<file path="src/rtl/core/smbs_pkg.sv">
// Package for the sorted matrix binary search block.
// Field widths, code constants and the controller/datapath command and status types.
// Used by every module in rtl/core but smbs_ram; depends on nothing.
`default_nettype none

package smbs_pkg;

	// Parameter defaults
	localparam int DEF_MAX_ROWS    = 64;
	localparam int DEF_MAX_COLS    = 64;
	localparam int DEF_VALUE_WIDTH = 32;

	// Fixed port widths
	localparam int FIELD_W   = 32;
	localparam int ROW_IDX_W = 6;
	localparam int COL_IDX_W = 6;
	localparam int CFG_W     = 7;
	localparam int CFG_IDX_W = 1;

	// Function codes
	localparam logic FUNC_WRITE = 1'b0;
	localparam logic FUNC_QUERY = 1'b1;

	// Configuration register indexes
	localparam logic [CFG_IDX_W-1:0] REG_ROWS_IN_USE = 1'b0;
	localparam logic [CFG_IDX_W-1:0] REG_COLS_IN_USE = 1'b1;

	// Register reset values
	localparam logic [CFG_W-1:0] ROWS_RESET = 7'd0;
	localparam logic [CFG_W-1:0] COLS_RESET = 7'd1;

	// Read address source for the matrix RAM
	typedef enum logic [1:0] {
		ADDR_FIRST,
		ADDR_LAST,
		ADDR_COL
	} addr_sel_t;

	// Controller to datapath
	typedef struct packed {
		logic      wr;
		logic      load;
		logic      row_cap;
		logic      row_step;
		logic      col_init;
		logic      col_step;
		logic      take_low;
		addr_sel_t addr_sel;
	} cmd_t;

	// Datapath to controller
	typedef struct packed {
		logic len_zero;
		logic in_span;
		logic first_gt;
		logic val_eq;
		logic val_gt;
	} sts_t;

endpackage

`default_nettype wire

</file>
<file path="src/rtl/core/smbs_ctrl.sv">
// Controller: sequences the row search and the column search over the single RAM read port.
// Depends on smbs_pkg.
`default_nettype none

module smbs_ctrl (
	input  logic           clk,
	input  logic           arst_n,
	input  logic           start,
	input  logic           func,
	input  smbs_pkg::sts_t sts,
	output smbs_pkg::cmd_t cmd,
	output logic           busy,
	output logic           done,
	output logic           found
);

	import smbs_pkg::*;

	typedef enum logic [2:0] {
		S_IDLE,
		S_ROW_CHK,
		S_ROW_LAST,
		S_ROW_CMP,
		S_COL_CHK,
		S_COL_CMP
	} state_t;

	state_t state_q;
	state_t state_d;
	logic   done_q;
	logic   found_q;
	logic   res_v;
	logic   res_hit;

	// Decode next state and commands
	always_comb begin
		cmd     = '0;
		state_d = state_q;
		res_v   = 1'b0;
		res_hit = 1'b0;
		unique case (state_q)
			S_IDLE: begin
				if (start) begin
					if (func == FUNC_QUERY) begin
						cmd.load = 1'b1;
						state_d  = S_ROW_CHK;
					end else begin
						cmd.wr = 1'b1;
					end
				end
			end
			S_ROW_CHK: begin
				if (sts.len_zero) begin
					res_v   = 1'b1;
					state_d = S_IDLE;
				end else begin
					cmd.addr_sel = ADDR_FIRST;
					state_d      = S_ROW_LAST;
				end
			end
			S_ROW_LAST: begin
				cmd.addr_sel = ADDR_LAST;
				cmd.row_cap  = 1'b1;
				state_d      = S_ROW_CMP;
			end
			S_ROW_CMP: begin
				if (sts.in_span) begin
					cmd.col_init = 1'b1;
					state_d      = S_COL_CHK;
				end else begin
					cmd.row_step = 1'b1;
					cmd.take_low = sts.first_gt;
					state_d      = S_ROW_CHK;
				end
			end
			S_COL_CHK: begin
				if (sts.len_zero) begin
					res_v   = 1'b1;
					state_d = S_IDLE;
				end else begin
					cmd.addr_sel = ADDR_COL;
					state_d      = S_COL_CMP;
				end
			end
			S_COL_CMP: begin
				if (sts.val_eq) begin
					res_v   = 1'b1;
					res_hit = 1'b1;
					state_d = S_IDLE;
				end else begin
					cmd.col_step = 1'b1;
					cmd.take_low = sts.val_gt;
					state_d      = S_COL_CHK;
				end
			end
			default: begin
				state_d = S_IDLE;
			end
		endcase
	end

	// Hold state and the result strobe
	always_ff @(posedge clk or negedge arst_n) begin
		if (!arst_n) begin
			state_q <= S_IDLE;
			done_q  <= 1'b0;
			found_q <= 1'b0;
		end else begin
			state_q <= state_d;
			done_q  <= res_v;
			found_q <= res_v && res_hit;
		end
	end

	assign busy  = (state_q != S_IDLE);
	assign done  = done_q;
	assign found = found_q;

endmodule

`default_nettype wire

</file>
<file path="config.mk">
export PLATFORM = sky130hd
export DESIGN_NAME = smbs_ctrl
export DESIGN_NICKNAME = d
export VERILOG_FILES = /design/src/rtl/core/smbs_pkg.sv /design/src/rtl/core/smbs_ctrl.sv
export SDC_FILE = /design/constraint.sdc
export NUM_CORES = 1
export LEC_CHECK = 0
export BUFFER_PORTS_ARGS = -buffer_cell sky130_fd_sc_hd__buf_2
export CORE_AREA = 2 2 39 41
export CTS_CLUSTER_DIAMETER = 60
export DETAILED_ROUTE_END_ITERATION = 10
export DIE_AREA = 0 0 41 43
export GPL_TIMING_DRIVEN = 0
export PLACE_DENSITY = 0.51
export REMOVE_ABC_BUFFERS = 1
export SETUP_SLACK_MARGIN = 0.2
export SLEW_MARGIN = 10
export SYNTH_ARGS = -nofsm -noshare
export SYNTH_HDL_FRONTEND = slang
export SYNTH_SLANG_ARGS = --single-unit
</file>
<file path="constraint.sdc">
create_clock -name clk -period 1.6 [get_ports clk]
set_input_delay 0.16 -clock clk [delete_from_list [all_inputs] [get_ports clk]]
set_output_delay 0.16 -clock clk [all_outputs]
set_load 0.05 [all_outputs]
</file>
==> summary.md, run 1 <==
| Metric | Value |
|---|---|
| Worst reg2reg setup slack | `0.17 ns` |
| Ys Warns | `0` |
| Register area share after synthesis | `0.3846` |
| RR Startpoint | `state_q[0]` |
| VDD IR max | `795.5 µV` |
| Reg2reg end | `state_q[2]` |
| Detail Placement HPWL | `561.8 µm` |
| CP top delay family | `simple AND/OR/NAND/NOR gates` |
| Final Max Slew Viols | `0` |
| Slowest cell on the critical path | `dfrtp_2` |
| Leakage power | `0.0003098 µW` |
| WHS Path Cells | `2` |
| Predominant post-synthesis flop cell | `dfrtp_1` |
| # nets final | `73` |
| Via-per-instance ratio | `4.873` |
| Critical path class | `reg2out` |
| Post-route cell area | `646.9 µm²` |
| Worst-path fanout max | `5` |
| Die X | `41 µm` |
| Clock transition at path regs | `0.05 ns` |
| WHS Endpoint | `state_q[2]` |
| Worst slew pin tran | `0.3663 ns` |
| Period minus WS final | `1.626 ns` |
| GRT Resource Usage Total | `0.1497` |
| Die area | `1763 µm²` |
| Total number of vias | `385` |
| Clock Skews | `0.008821 ns` |
| Max cap viols | `0` |
| First-pass GRT wire length | `1711 µm` |
| Async set-reset flop share out of synthesis | `1.000` |
| Cells along the critical path | `or3_4, nor3b_4, buf_6` |
| Cell Rows | `14` |
| Fmax | `0.6151 GHz` |
| Most frequent cell after synthesis | `dfrtp_1` |
| Largest stage delay on the critical path | `0.44 ns` |
| Final wirelength | `1110 µm` |
| Core ar. | `1384 µm²` |
| Synth top area cells | `dfrtp_1, and4bb_1, nor2_1` |
| Status | `finished, violations left` |
| Initial antenna violation count | `0` |
| Post-synth top area share | `0.3846` |
| Fin crit share | `1.016` |
| Vias in the first global route | `385` |
| Largest net degree at the start of global routing | `10` |
| Yosys cell types | `20` |
| Gp weighted congestion | `0.7029` |
| Worst-Skew Late Latency | `0.25 ns` |
| Hold/Removal Path Class | `in2reg` |
| Worst Path Required | `1.44 ns` |
| DRC violations left | `0` |
| Routed Antenna Nets | `0` |
| Hold Crit Start | `sts[3]` |
| CP Launch Type | `register` |
| Violated checks | `setup timing` |
| Number of flops mapped to enable cells by yosys | `0` |
| Final cell count without fillers | `79` |
| CTS Buffer Depth | `2` |
| RSZ-0062 raised after global routing | `true` |
| R2r worst-path depth | `4` |
| Slew HR | `0.7552` |
| Num CTS Buffers | `3` |
| Register bit count reported by yosys | `5` |
| DR WL/cell | `14.05 µm` |
| Cells after DPL | `65` |
| Root Buffer | `clkbuf_4` |
| Hold Violations, Final | `0` |
| Antenna Cells | `0` |
| Post-Synthesis Cells | `31` |
| Crit. End Element | `output port` |
| Synth-to-layout area growth | `98.85%` |
| Crit path buffers/inverters | `1` |
| DRT Pass-1 Iters | `4` |
| CTS sink count | `5` |
| Syn Area/Cell | `10.49 µm²` |
| Final setup fails | `2` |
| Total grt overflow | `0` |
| Initial core utilization | `0.2351` |
| Final Core Density | `0.4675` |
| PortBufs | `20` |
| Die Y-Extent | `43 µm` |
| Synth area leader | `dfrtp_1` |
| TritonCTS clock tree | `yes` |
| Pwr Density | `1963 nW/µm²` |
| 1st-iter DRT viols | `6` |
| Commonest cells in the netlist | `dfrtp_1, nor2_1` |
| CP arrival | `1.47 ns` |
| Layout cell share with drive strength beyond 1 | `0.6825` |
| Cell Area, Placed | `429.2 µm²` |
| CTS H-tree lvls | `1` |
| Mapped Area | `325.3 µm²` |
| I/O pins | `21` |
| Setup WS post-layout | `-0.02578 ns` |
## routing by layer
metal	vias up	share of wire	global-route usage	wire, µm
li1	180	-	-	-
met1	188	0.34	0.1677	377
met2	15	0.59	0.2469	652
met3	2	0.059	0.01571	65
met4	0	0.013	0.1000	14
met5	-	0	0	0
## cell usage in the layout (no fill, tap or decap), types with 2 or more instances in the layout
| cell type | synthesis | layout |
|---|---|---|
| buf_2 | 1 | 10 |
| buf_4 | 0 | 9 |
| buf_6 | 1 | 7 |
| clkbuf_4 | 0 | 3 |
| buf_8 | 0 | 3 |
| dfrtp_2 | 0 | 3 |
| nand2_1 | 2 | 2 |
| nor2_4 | 0 | 2 |
| a21oi_1 | 2 | 2 |
| dfrtp_1 | 5 | 2 |
## what timing repair did
action	in CTS	in global routing
pin swaps	0	2
hold buffers	1	0
buffers inserted	8	1
endpoints found under the setup margin	10	10
gates resized for setup	27	8
hold endpoints to repair	5	0
## kinds of logic (layout without fill, tap and decap cells)
group           count (synthesis)  in the layout  share of synthesized area
compound gates                  6              6                     0.1385
simple gates                   17             17                     0.3961
flops                           5              5                     0.3846
buf+inv                         2             34                    0.04998
mux                             1              1                    0.03077
## worst register-to-register path, cell delays in order (launching register included)
cell	delay, ns
dfrtp_2	0.44
buf_4	0.16
and4bb_2	0.25
buf_4	0.14
a311o_1	0.32
## layout make-up
cell class,instances,area [µm²]
fill,132,737.0
multi-input combinational,24,220.2
tap,16,20.02
sequential,5,128.9
timing repair buffer,30,251.5
clock buffer,4,26.28
## stage by stage
| stage | setup WS, ns | TNS [ns] | power [µW] | hold slack [ns] |
|---|---|---|---|---|
| 2_1_floorplan | -0.4041 | -1.428 | 623.4 | -0.1356 |
| 3_3_place_gp | 0.06509 | 0 | 738.5 | -0.02223 |
| 3_5_place_dp | 0.06228 | 0 | 739.4 | -0.01740 |
| 4_1_cts | -0.0002424 | -0.0002424 | 1193 | 0.2023 |
| 5_1_grt | -0.07295 | -0.1625 | 1338 | 0.2261 |
| 6_report | -0.02578 | -0.04248 | 1270 | 0.2323 |
## flip-flops by register name (all words and copies together), names as in the netlist
signal / flops
state_q: 3
found: 1
done: 1
## power breakdown
part	switching (µW)	internal (µW)
clock network	61.8	95.0
registers	50.6	171
logic	492	399
## worst max-delay path by stage
| stage | startpoint | end | slack [ns] | cells past startpoint |
|---|---|---|---|---|
| after CTS | state_q[1] | cmd[8] | -0.0002 | 3 |
| after global placement | state_q[0] | cmd[8] | 0.07 | 3 |
| after floorplan | state_q[0] | cmd[7] | -0.40 | 2 |
| final | state_q[0] | cmd[8] | -0.03 | 3 |
| after global routing | state_q[0] | cmd[8] | -0.07 | 3 |
| after detailed placement | state_q[0] | cmd[8] | 0.06 | 3 |
Note: power is estimated with default switching activity, not from simulation.
==> inputs of run 2 (changes only) <==
- PLACE_DENSITY: 0.51 -> unset
- TNS_END_PERCENT: unset -> 5
==> summary.md, run 2 (synthesis results as in run 1) <==
| Metric | Value |
|---|---|
| Status | `finished, violations left` |
| Violated checks | `setup timing` |
| Met2 routed WL | `413 µm` |
| Initial core utilization | `0.2351` |
| Commonest non-fill, non-tap cell in the layout | `buf_2` |
| Die X | `41 µm` |
| Met3 WL | `42 µm` |
| Gp weighted congestion | `0.6472` |
| Total number of vias | `340` |
| Setup WS post-layout | `-0.03543 ns` |
| Area of the multi-input gates | `191.4 µm²` |
| Clock transition at path regs | `0.04 ns` |
| Crit. End Element | `output port` |
| 1st-iter DRT viols | `0` |
| Via-per-instance ratio | `4.595` |
| CTS H-tree lvls | `1` |
| Synth-to-layout area growth | `70.77%` |
| RSZ-0062 raised after global routing | `true` |
| CP Launch Type | `register` |
| Final setup fails | `1` |
| Worst slew pin tran | `0.3225 ns` |
| DR WL/cell | `10.24 µm` |
| Commonest non-fill, non-tap cells in the layout | `buf_2, buf_6, buf_4` |
| Root Buffer | `clkbuf_4` |
| CTS Buffer Depth | `2` |
| DRT Pass-1 Iters | `1` |
| Initial antenna violation count | `0` |
| Period minus WS final | `1.635 ns` |
| Largest net degree at the start of global routing | `12` |
| CTS sink count | `5` |
| Max cap viols | `0` |
| CP arrival | `1.48 ns` |
| Reg with most FFs | `state_q` |
| TritonCTS clock tree | `yes` |
| Final wirelength | `758 µm` |
| Routed Antenna Nets | `0` |
| Worst-Skew Late Latency | `0.24 ns` |
| Psw | `506.1 µW` |
| # nets final | `68` |
| RR Startpoint | `state_q[2]` |
| Worst reg2reg setup slack | `0.40 ns` |
| PortBufs | `20` |
| Core ar. | `1384 µm²` |
| Fmax | `0.6115 GHz` |
| First-pass GRT wire length | `1186 µm` |
| Clk pwr share | `0.138` |
| Worst-path fanout max | `7` |
| Die Y-Extent | `43 µm` |
| Antenna Cells | `0` |
| Fillers | `145` |
| Cells after DPL | `65` |
| Worst Path Required | `1.44 ns` |
| R2r worst-path depth | `2` |
| Total grt overflow | `0` |
| Switching share of total power | `0.4912` |
| Clock Skews | `0.0004382 ns` |
| Hold slack | `0.2173 ns` |
| GRT Resource Usage Total | `0.1052` |
| Hold Crit Start | `sts[3]` |
| Logic pwr share | `0.639` |
| WHS Endpoint | `state_q[2]` |
| Slew HR | `0.7844` |
| Detail Placement HPWL | `522.7 µm` |
| Die area | `1763 µm²` |
| WHS Path Cells | `2` |
| Final cell count without fillers | `74` |
| Pint | `524.2 µW` |
| Hold Violations, Final | `0` |
| Storage cell area | `128.9 µm²` |
| DRC violations left | `0` |
| Pwr Density | `1854 nW/µm²` |
| Vias in the first global route | `296` |
| Num CTS Buffers | `3` |
| Final Max Slew Viols | `0` |
| Fin crit share | `1.022` |
| Top routing layer in use | `met3` |
| Share of power burned in registers | `0.223` |
| Largest register FFs | `3` |
| Leakage power | `0.0002707 µW` |
| Routed length on met1 | `302 µm` |
| Critical path class | `reg2out` |
| Layout cell share with drive strength beyond 1 | `0.6034` |
| VDD IR max | `586.6 µV` |
| Reg2reg end | `state_q[2]` |
| Hold/Removal Path Class | `in2reg` |
| Cell Rows | `14` |
| I/O pins | `21` |
[run 2: worst max-delay path by stage]
stage,depth (start not counted),slack (ns),endpoint,from
2_1_floorplan,2,-0.40,cmd[7],state_q[0]
3_3_place_gp,3,0.07,cmd[8],state_q[0]
3_5_place_dp,3,0.05,cmd[8],state_q[0]
4_1_cts,3,-0.04,cmd[8],state_q[1]
5_1_grt,3,-0.09,cmd[8],state_q[1]
6_report,3,-0.04,cmd[8],state_q[1]
[run 2: layer usage]
layer / up-vias / GRT usage
met5: - / 0
met4: 0 / 0.08000
met3: 0 / 0.04712
met2: 10 / 0.1375
met1: 160 / 0.1283
li1: 170 / -
[run 2: repair_timing]
action / in CTS / in global routing
endpoints found under the setup margin: 10 / 10
pin swaps: 1 / 0
setup buffers: 4 / 0
hold endpoints to repair: 5 / 0
gates resized for setup: 16 / 6
hold buffers: 1 / 0
[run 2: cell type report]
cell class | count | share of cell area
multi-input combinational | 24 | 0.3446
timing repair buffer | 25 | 0.3401
sequential | 5 | 0.2320
clock buffer | 4 | 0.04730
tap | 16 | 0.03604
[run 2: critical path, stage by stage (launching register included)]
cell	delay, ns
dfrtp_2	0.44
or3_4	0.41
nor3b_2	0.20
buf_6	0.18
[run 2: through the flow]
step,power [µW],setup TNS (ns),util,setup slack [ns],cell area (µm²)
floorplan,623.4,-1.428,-,-0.4041,309.0
global placement,737.2,0,0.3101,0.07017,429.2
detailed placement,740.3,0,0.3101,0.04731,429.2
CTS,1007,-0.03708,0.3888,-0.03708,538.0
global route,1097,-0.1470,0.4014,-0.09379,555.5
finish,1030,-0.03543,0.4014,-0.03543,555.5
[run 2: power by group through the flow]
stage | clock network [µW] | registers, µW | logic (µW)
3_5_place_dp | 0 | 248 | 492
5_1_grt | 156 | 241 | 701
6_report | 142 | 230 | 659
3_3_place_gp | 0 | 250 | 487
4_1_cts | 145 | 228 | 633
2_1_floorplan | 0 | 263 | 360
